`config.mk`:
```
export PLATFORM = sky130hd
export DESIGN_NAME = expression_lexer_dfa
export DESIGN_NICKNAME = d
export VERILOG_FILES = /design/src/design/elx_pkg.sv /design/src/design/elx_scanner.sv /design/src/design/elx_out_fifo.sv /design/src/design/expression_lexer_dfa.sv
export SDC_FILE = /design/constraint.sdc
export NUM_CORES = 1
export LEC_CHECK = 0
export BUFFER_PORTS_ARGS = -buffer_cell sky130_fd_sc_hd__clkbuf_2
export CAP_MARGIN = 20
export CORE_MARGIN = 4
export CORE_UTILIZATION = 60
export CTS_BUF_LIST = sky130_fd_sc_hd__clkbuf_2
export DETAILED_ROUTE_END_ITERATION = 16
export HOLD_SLACK_MARGIN = 0.05
export PLACE_DENSITY = 0.78
export SLEW_MARGIN = 15
export SYNTH_ARGS = -nofsm -noshare
export SYNTH_HDL_FRONTEND = slang
export SYNTH_HIERARCHICAL = 1
export SYNTH_SLANG_ARGS = --single-unit
```
`constraint.sdc`:
```
create_clock -name clk -period 5.3 [get_ports clk]
set_input_delay 0 -clock clk [delete_from_list [all_inputs] [get_ports clk]]
set_output_delay 0 -clock clk [all_outputs]
set_load 0.02 [all_outputs]
```
`src/design/elx_pkg.sv`:
```
// shared types and constants for the expression lexer
`default_nettype none
package elx_pkg;

	localparam int LINE_BITS   = 16;
	localparam int COLUMN_BITS = 12;
	localparam int LEN_BITS    = 8;
	localparam int KW_BITS     = 3;

	// result queue sizing
	localparam int MAX_PER_ITEM  = 2;
	localparam int FIFO_DEPTH    = 8;
	localparam int FIFO_PTR_BITS = $clog2(FIFO_DEPTH);
	localparam int FIFO_CNT_BITS = $clog2(FIFO_DEPTH + 1);
	// room for the item in the input register plus the one being accepted
	localparam int READY_LEVEL   = FIFO_DEPTH - 2 * MAX_PER_ITEM;

	typedef enum logic [3:0] {
		TK_NUMBER       = 4'd0,
		TK_IDENT        = 4'd1,
		TK_KEYWORD      = 4'd2,
		TK_ADD          = 4'd3,
		TK_SUB          = 4'd4,
		TK_MUL          = 4'd5,
		TK_DIV          = 4'd6,
		TK_LPAREN       = 4'd7,
		TK_RPAREN       = 4'd8,
		TK_MOD          = 4'd9,
		TK_EQUALS       = 4'd10,
		TK_SEMICOLON    = 4'd11,
		TK_END          = 4'd12,
		TK_BAD_BYTE     = 4'd13,
		TK_NO_FRACTION  = 4'd14,
		TK_SECOND_DOT   = 4'd15
	} token_kind_t;

	typedef enum logic [1:0] {
		SC_IDLE  = 2'd0,
		SC_IDENT = 2'd1,
		SC_INT   = 2'd2,
		SC_FRAC  = 2'd3
	} scan_state_t;

	typedef struct packed {
		token_kind_t                kind;
		logic [LINE_BITS-1:0]       line;
		logic [COLUMN_BITS-1:0]     column;
		logic [LEN_BITS-1:0]        length;
		logic [KW_BITS-1:0]         kw_index;
	} token_t;

	// up to two tokens per item, already compacted into tok0 first
	typedef struct packed {
		token_t     tok0;
		token_t     tok1;
		logic [1:0] count;
	} scan_res_t;

	typedef struct packed {
		token_t tok;
		logic   last;
	} fifo_entry_t;

endpackage
`default_nettype wire

```
`src/design/elx_scanner.sv`:
```
// lexer state machine: one byte per cycle, up to two tokens out
`default_nettype none
module elx_scanner (
	input  wire logic              clk,
	input  wire logic              arst_n,
	input  wire logic              in_valid,
	input  wire logic [7:0]        in_byte,
	input  wire logic              in_end,
	output elx_pkg::scan_res_t     res
);
	import elx_pkg::*;

	localparam logic [7:0] CH_DOT = 8'h2E;
	localparam logic [7:0] CH_NL  = 8'h0A;
	localparam logic [LEN_BITS-1:0]    LEN_MAX  = '1;
	localparam logic [LINE_BITS-1:0]   LINE_MAX = '1;
	localparam logic [COLUMN_BITS-1:0] COL_MAX  = '1;

	scan_state_t              st_q, st_d;
	logic [LINE_BITS-1:0]     line_q, line_d;
	logic [COLUMN_BITS-1:0]   col_q, col_d;
	logic [LINE_BITS-1:0]     start_line_q, start_line_d;
	logic [COLUMN_BITS-1:0]   start_col_q, start_col_d;
	logic [LEN_BITS-1:0]      len_q, len_d;
	logic [7:0]               first_q, first_d;

	token_t      tok_a, tok_b;
	logic        a_v, b_v, reproc;
	logic        is_letter, is_digit, is_blank, is_single, kw_hit;
	token_kind_t single_kind;
	logic [KW_BITS-1:0] kw_idx;
	logic [COLUMN_BITS-1:0] col_inc;

	assign is_letter = ((in_byte >= 8'h61) && (in_byte <= 8'h7A)) ||
	                   ((in_byte >= 8'h41) && (in_byte <= 8'h5A));
	assign is_digit  = (in_byte >= 8'h30) && (in_byte <= 8'h39);
	assign is_blank  = (in_byte == 8'h20) || (in_byte == 8'h09) || (in_byte == 8'h0D) ||
	                   (in_byte == 8'h0B) || (in_byte == 8'h0C);
	assign col_inc   = (col_q == COL_MAX) ? col_q : col_q + 1'b1;

	always_comb begin
		is_single   = 1'b1;
		single_kind = TK_ADD;
		case (in_byte)
			8'h2B: single_kind = TK_ADD;
			8'h2D: single_kind = TK_SUB;
			8'h2A: single_kind = TK_MUL;
			8'h2F: single_kind = TK_DIV;
			8'h28: single_kind = TK_LPAREN;
			8'h29: single_kind = TK_RPAREN;
			8'h25: single_kind = TK_MOD;
			8'h3D: single_kind = TK_EQUALS;
			8'h3B: single_kind = TK_SEMICOLON;
			default: is_single = 1'b0;
		endcase
	end

	// single-letter keywords S R P M C
	always_comb begin
		kw_hit = (len_q == LEN_BITS'(1));
		kw_idx = '0;
		case (first_q)
			8'h53: kw_idx = KW_BITS'(0);
			8'h52: kw_idx = KW_BITS'(1);
			8'h50: kw_idx = KW_BITS'(2);
			8'h4D: kw_idx = KW_BITS'(3);
			8'h43: kw_idx = KW_BITS'(4);
			default: kw_hit = 1'b0;
		endcase
	end

	always_comb begin
		st_d         = st_q;
		line_d       = line_q;
		col_d        = col_q;
		start_line_d = start_line_q;
		start_col_d  = start_col_q;
		len_d        = len_q;
		first_d      = first_q;
		tok_a        = '0;
		tok_b        = '0;
		a_v          = 1'b0;
		b_v          = 1'b0;
		reproc       = 1'b0;

		tok_a.line   = start_line_q;
		tok_a.column = start_col_q;
		tok_a.length = len_q;

		// first pass: extend or close the open lexeme
		case (st_q)
			SC_IDENT: begin
				if (!in_end && (is_letter || is_digit)) begin
					len_d = (len_q == LEN_MAX) ? len_q : len_q + 1'b1;
					col_d = col_inc;
				end else begin
					a_v            = 1'b1;
					tok_a.kind     = kw_hit ? TK_KEYWORD : TK_IDENT;
					tok_a.kw_index = kw_hit ? kw_idx : '0;
					reproc         = 1'b1;
				end
			end
			SC_INT: begin
				if (!in_end && (is_digit || in_byte == CH_DOT)) begin
					len_d = (len_q == LEN_MAX) ? len_q : len_q + 1'b1;
					col_d = col_inc;
					if (!is_digit) begin
						st_d = SC_FRAC;
					end
				end else begin
					a_v        = 1'b1;
					tok_a.kind = TK_NO_FRACTION;
					reproc     = 1'b1;
				end
			end
			SC_FRAC: begin
				if (!in_end && is_digit) begin
					len_d = (len_q == LEN_MAX) ? len_q : len_q + 1'b1;
					col_d = col_inc;
				end else begin
					a_v        = 1'b1;
					tok_a.kind = (!in_end && in_byte == CH_DOT) ? TK_SECOND_DOT : TK_NUMBER;
					reproc     = 1'b1;
				end
			end
			default: begin
				reproc = 1'b1;
			end
		endcase

		// second pass from idle; position is unchanged by a closing lexeme
		if (reproc) begin
			st_d         = SC_IDLE;
			tok_b.line   = line_q;
			tok_b.column = col_q;
			tok_b.length = LEN_BITS'(1);
			if (in_end) begin
				b_v          = 1'b1;
				tok_b.kind   = TK_END;
				tok_b.length = '0;
			end else if (is_letter || is_digit || in_byte == CH_DOT) begin
				st_d         = is_letter ? SC_IDENT : (is_digit ? SC_INT : SC_FRAC);
				start_line_d = line_q;
				start_col_d  = col_q;
				len_d        = LEN_BITS'(1);
				first_d      = in_byte;
				col_d        = col_inc;
			end else if (is_single) begin
				b_v        = 1'b1;
				tok_b.kind = single_kind;
				col_d      = col_inc;
			end else if (in_byte == CH_NL) begin
				line_d = (line_q == LINE_MAX) ? line_q : line_q + 1'b1;
				col_d  = '0;
			end else if (is_blank) begin
				col_d = col_inc;
			end else begin
				b_v        = 1'b1;
				tok_b.kind = TK_BAD_BYTE;
				col_d      = col_inc;
			end
		end

		res.tok0  = a_v ? tok_a : tok_b;
		res.tok1  = tok_b;
		res.count = in_valid ? ({1'b0, a_v} + {1'b0, b_v}) : 2'd0;
	end

	always_ff @(posedge clk or negedge arst_n) begin
		if (!arst_n) begin
			st_q         <= SC_IDLE;
			line_q       <= LINE_BITS'(1);
			col_q        <= '0;
			start_line_q <= '0;
			start_col_q  <= '0;
			len_q        <= '0;
			first_q      <= '0;
		end else if (in_valid) begin
			st_q         <= st_d;
			line_q       <= line_d;
			col_q        <= col_d;
			start_line_q <= start_line_d;
			start_col_q  <= start_col_d;
			len_q        <= len_d;
			first_q      <= first_d;
		end
	end

endmodule
`default_nettype wire

```
`src/design/elx_out_fifo.sv`:
```
// result queue: takes up to two tokens a cycle, gives one
`default_nettype none
module elx_out_fifo (
	input  wire logic                          clk,
	input  wire logic                          arst_n,
	input  wire elx_pkg::scan_res_t            push,
	input  wire logic                          pop,
	output elx_pkg::fifo_entry_t               head,
	output logic                               not_empty,
	output logic [elx_pkg::FIFO_CNT_BITS-1:0]  level
);
	import elx_pkg::*;

	fifo_entry_t              mem_q [FIFO_DEPTH];
	logic [FIFO_PTR_BITS-1:0] wr_ptr_q, rd_ptr_q, wr_ptr_p1;
	logic [FIFO_CNT_BITS-1:0] cnt_q;
	logic                     do_pop;

	assign not_empty = (cnt_q != '0);
	assign level     = cnt_q;
	assign head      = mem_q[rd_ptr_q];
	assign do_pop    = pop && not_empty;
	assign wr_ptr_p1 = wr_ptr_q + 1'b1;

	always_ff @(posedge clk) begin
		if (push.count != 2'd0) begin
			mem_q[wr_ptr_q] <= '{tok: push.tok0, last: (push.count == 2'd1)};
		end
		if (push.count == 2'd2) begin
			mem_q[wr_ptr_p1] <= '{tok: push.tok1, last: 1'b1};
		end
	end

	always_ff @(posedge clk or negedge arst_n) begin
		if (!arst_n) begin
			wr_ptr_q <= '0;
			rd_ptr_q <= '0;
			cnt_q    <= '0;
		end else begin
			wr_ptr_q <= wr_ptr_q + FIFO_PTR_BITS'(push.count);
			if (do_pop) begin
				rd_ptr_q <= rd_ptr_q + 1'b1;
			end
			cnt_q <= cnt_q + FIFO_CNT_BITS'(push.count) - FIFO_CNT_BITS'(do_pop);
		end
	end

endmodule
`default_nettype wire

```
`src/design/expression_lexer_dfa.sv`:
```
// top level of the calculator expression lexer
//
// usage: feed source text one byte per item on the s_ side; set s_tlast with
// an item to mark end of input (its byte is ignored, an end token is produced).
// tokens leave on the m_ side, one per item, m_tlast set on the last token
// caused by an input item; an input byte causes zero, one or two tokens.
// path: an accepted byte is held in the input register, the lexer's logic is
// combinational between that register and the token queue, and all tokens of
// a byte are written into the queue together; a second token from the same
// byte leaves once the first is taken.
// throughput: one byte every cycle while the token queue has room; the queue
// drains one token per cycle while the receiver is ready.
// the 8-entry token queue absorbs two tokens per byte; s_tready drops when
// fewer than four entries are free, so a stalled receiver backs up into the
// source and no token is lost.
// reset: asynchronous, empties the queue, clears the input register's valid flag
// and puts the lexer idle at line 1, column 0.
`default_nettype none
module expression_lexer_dfa (
	input  wire logic        clk,
	input  wire logic        arst_n,
	input  wire logic        s_tvalid,
	output logic             s_tready,
	input  wire logic [7:0]  s_tdata,   // [7:0] char_byte
	input  wire logic        s_tlast,   // end_of_input
	output logic             m_tvalid,
	input  wire logic        m_tready,
	// [3:0] token_kind, [19:4] token_line, [31:20] token_column,
	// [39:32] lexeme_length, [42:40] keyword_index, [47:43] zero
	output logic [47:0]      m_tdata,
	output logic             m_tlast    // last_of_run
);
	import elx_pkg::*;

	// input register
	logic        valid_s1;
	logic [7:0]  byte_s1;
	logic        end_s1;

	scan_res_t                scan_res;
	fifo_entry_t              head;
	logic                     fifo_not_empty;
	logic [FIFO_CNT_BITS-1:0] fifo_level;

	// worst case: item in s1 and the new item each add two tokens
	assign s_tready = (fifo_level <= FIFO_CNT_BITS'(READY_LEVEL));

	always_ff @(posedge clk or negedge arst_n) begin
		if (!arst_n) begin
			valid_s1 <= 1'b0;
		end else begin
			valid_s1 <= s_tvalid && s_tready;
		end
	end

	// byte payload needs no reset
	always_ff @(posedge clk) begin
		if (s_tvalid && s_tready) begin
			byte_s1 <= s_tdata;
			end_s1  <= s_tlast;
		end
	end

	elx_scanner u_scanner (
		.clk      (clk),
		.arst_n   (arst_n),
		.in_valid (valid_s1),
		.in_byte  (byte_s1),
		.in_end   (end_s1),
		.res      (scan_res)
	);

	elx_out_fifo u_out_fifo (
		.clk       (clk),
		.arst_n    (arst_n),
		.push      (scan_res),
		.pop       (m_tready),
		.head      (head),
		.not_empty (fifo_not_empty),
		.level     (fifo_level)
	);

	// token fields packed from the low bit up
	assign m_tvalid = fifo_not_empty;
	assign m_tdata  = {5'd0, head.tok.kw_index, head.tok.length, head.tok.column,
	                   head.tok.line, head.tok.kind};
	assign m_tlast  = head.last;

endmodule
`default_nettype wire

```
==> flow_metrics.py <==
metrics = {
    "setup_path": {
        "critical_path.endpoint_type": "flop",
        "cp_slowest_cell": "nor3_4",
        "crit_fanout": 29,
        "path_delay_family": "simple AND/OR/NAND/NOR gates",
        "startpoint_type": "flop",
        "cpPeakStageDelay_ps": 790,
        "critical_path_arrival_ps": 5720,
        "critPathRequiredTime_ps": 6130,
        "crit_chain": "or2_0 > or4_1 > a21oi_1 > nor3b_1 > or2_2 > ha_1 > and2_1 > nor2_1 > nor3_4 > buf_4 > a22o_1",
        "crit_buf_inv": 1,
        "critical_path_class": "flop to flop",
    },
    "synthesis": {
        "synth_area_per_cell_sq_um": 14.2,
        "post_synth_num_cell_types": 77,
        "synthCells": 1617,
        "syn-cell-area_sq_um": 22900,
        "synth_largest_area_cell": "edfxtp_1",
        "yosys_warnings": 6,
        "synth_edf_count": 353,
        "synthTopCellsByArea": "edfxtp_1 (46%), a22o_1 (14%), dfrtp_1 (9.2%)",
        "synth-seq-area-share": 0.562,
        "ys_async_sr_fraction": 0.191,
        "synth_top_cell_area_share": 0.462,
        "ys_seq_elements": 446,
        "synthFlopType": "edfxtp_1",
    },
    "floorplan": {
        "core-area_sq_um": 37700,
        "die_area_sq_um": 41400,
        "rows": 71,
        "start_util": 0.609,
        "boundaryPins": 64,
        "die_y_um": 203,
        "die_w_um": 203,
    },
    "cells_and_area": {
        "final_core_util": 0.651,
        "nets": 1661,
        "seqCellArea_sq_um": 12900,
        "fin_area_sq_um": 24500,
        "area_growth_pct": 6.94,
        "drive_gt1_frac": 0.294,
        "multiInputGateArea_sq_um": 8790,
        "n_fill_cell": 2729,
    },
    "clock_network": {
        "clock-sinks": 446,
        "htree_num_levels": 3,
        "cts_resized": 0,
        "cts_setup_buffers": 0,
        "cts_buffers": 110,
        "clk_latency_ps": 1040,
        "cts_hold_buf": 26,
        "cts_buffer_depth": 3,
        "tritoncts": "yes",
        "root_buffer": "clkbuf_2",
        "clk_pin_slew_ps": 100,
    },
    "global_routing": {
        "grt_first_pass_wirelength_um": 93200,
        "grt_pass1_vias": 15900,
        "grt_max_degree": 61,
        "antenna_found_initial": 3,
        "grt.total_usage": 0.293,
        "gr-total-overflow": 0,
    },
    "sta": {
        "setup_viol": 0,
        "worstMarginPinSlew_ps": 1080,
        "rsz0062_at_grt": "no",
        "slew_viol_final": 0,
        "setup_tns_ps": 0,
        "finalCritPeriodShare": 0.923,
        "slew_headroom": 0.274,
        "fmax_mhz": 204,
        "layout_min_cycle_time_ps": 4890,
        "hold_violations": 0,
        "fin_worst_skew_ps": 89.4,
    },
    "placed_design": {
        "place_hpwl_um": 33400,
        "io_buffers": 58,
        "dpl_cell_area_sq_um": 23100,
        "gp_congestion": 0.920,
    },
    "detailed_routing": {
        "wl_per_cell_um": 27.1,
        "wl_um": 60800,
        "detail-route-antenna-nets": 0,
        "vias": 15600,
        "via_per_inst": 6.97,
        "drt-pass1-iter-count": 5,
        "drc": 0,
        "drt_iter0_markers": 1946,
    },
    "outcome": {
        "status": "finished clean",
    },
    "power": {
        "p_leak_nw": 8.92,
        "irDropWorstVdd_mv": 0.776,
        "cellPowerDensity_nw_per_um2": 453,
    },
    "min_path": {
        "hp-class": "primary input to flop",
    },
    "job": {
        "maxCapViolCount": 0,
    },
}
## registers in the layout, indices dropped and copies added, names as in the netlist
signal	cells
u_out_fifo/rd_ptr_q	3
u_out_fifo/mem_q	352
u_scanner/start_line_q	16
u_out_fifo/level	4
u_scanner/col_q	12
byte_s1	8
u_scanner/first_q	8
u_scanner/st_q	2
u_scanner/line_q	16
u_scanner/len_q	8
u_out_fifo/wr_ptr_q	3
u_scanner/start_col_q	12
end_s1	1
valid_s1	1
## where the power goes
part	total, mW	leakage (nW)	internal (mW)	switching (mW)
logic	3.74	3.68	1.52	2.22
registers	4.81	4.37	4.29	0.520
clock network	2.56	0.869	1.14	1.41
total	11.1	8.92	6.95	4.15
## layer usage
layer / track usage / part of all wire / up-vias
li1: - / - / 6516
met1: 0.396 / 0.37 / 7734
met2: 0.467 / 0.47 / 1179
met3: 0.0622 / 0.12 / 204
met4: 0.131 / 0.040 / 4
met5: 0 / 0.00043 / -
## placed cells by master (no fill, tap or decap), drive strengths merged, types with 7 or more instances in the layout
cell / count
a22o: 377
edfxtp: 353
clkbuf: 238
mux4: 88
dfrtp: 84
mux2: 82
nor2: 50
and2: 42
buf: 40
inv: 27
nand2: 26
dlygate4sd3: 25
clkinv: 22
nand3: 20
a21oi: 18
o21ai: 17
conb: 15
ha: 14
or2: 14
xor2: 14
and3: 13
nor3: 11
a31oi: 10
dfxtp: 8
xnor2: 8
o22ai: 7
## tightest hold or removal path, delay by kind of cell
kind	cells	cell delay, ps
buf+inv	3	1150
## path summary, 6_finish.rpt
kind                                            start  slack (ps)  depth (start not counted)                    endpoint
setup / recovery                           byte_s1[2]         410                         11     u_out_fifo/mem_q[7][20]
hold / removal                             s_tdata[5]         230                          3                  byte_s1[5]
setup reg to reg                           byte_s1[2]         410                         11     u_out_fifo/mem_q[7][20]
hold reg to reg            u_scanner/start_line_q[12]         520                          1  u_scanner/start_line_q[12]
max in group asynchronous                      arst_n        3730                          6          u_scanner/col_q[7]
min in group asynchronous                      arst_n         520                          5          u_scanner/len_q[0]
## stage by stage
| step | hold WS (ps) | setup slack (ps) | total power [mW] | instances |
|---|---|---|---|---|
| 2_1_floorplan | -296 | 1230 | 7.44 | 1630 |
| 3_3_place_gp | -33.3 | 730 | 8.48 | 2004 |
| 3_5_place_dp | -30.8 | 582 | 8.57 | 2004 |
| 4_1_cts | 139 | 508 | 11.1 | 2240 |
| 5_1_grt | 210 | 154 | 11.6 | 2242 |
| 6_report | 232 | 407 | 11.1 | 2242 |
## final cells by class
cell class              instances  share of cell area
diodes                          1            0.000102
clock buffers                 180              0.0367
clock inverters                30              0.0106
inverters                      25             0.00383
multi-input cells             926               0.359
flip-flops and latches        446               0.526
well taps                     511              0.0261
repair buffers                123              0.0380
## cells by family (layout without fill, tap and decap cells)
group | after synthesis | in the layout | synth area share
flip-flops | 446 | 446 | 0.562
multiplexers | 173 | 173 | 0.128
XOR/XNOR | 22 | 22 | 0.0100
other | 2 | 16 | 0.000328
buffers and inverters | 258 | 358 | 0.0578
AND/OR/NAND/NOR | 231 | 231 | 0.0608
adder cells (fa/ha/maj) | 16 | 16 | 0.00939
AO/OA/AOI/OAI | 469 | 469 | 0.171
## cells in the mapped netlist, drive strengths merged, types with 4 or more instances
library cell / instances
dfxtp: 8
ha: 14
nand4b: 6
xor2: 14
and2: 42
or3: 4
and3: 13
nand2b: 5
nand3: 20
nor2: 50
clkbuf: 40
mux2: 82
o31ai: 5
a41oi: 4
a21oi: 18
o21ai: 17
a22o: 377
buf: 193
o22ai: 7
nor3: 11
nand2: 26
a21o: 4
nand4: 5
or2: 14
xnor2: 8
nor4: 4
nor4b: 4
a31oi: 10
inv: 25
nor2b: 6
or4: 4
dfrtp: 84
edfxtp: 353
nor3b: 6
mux4: 88
(Power assumes the default switching activity.)
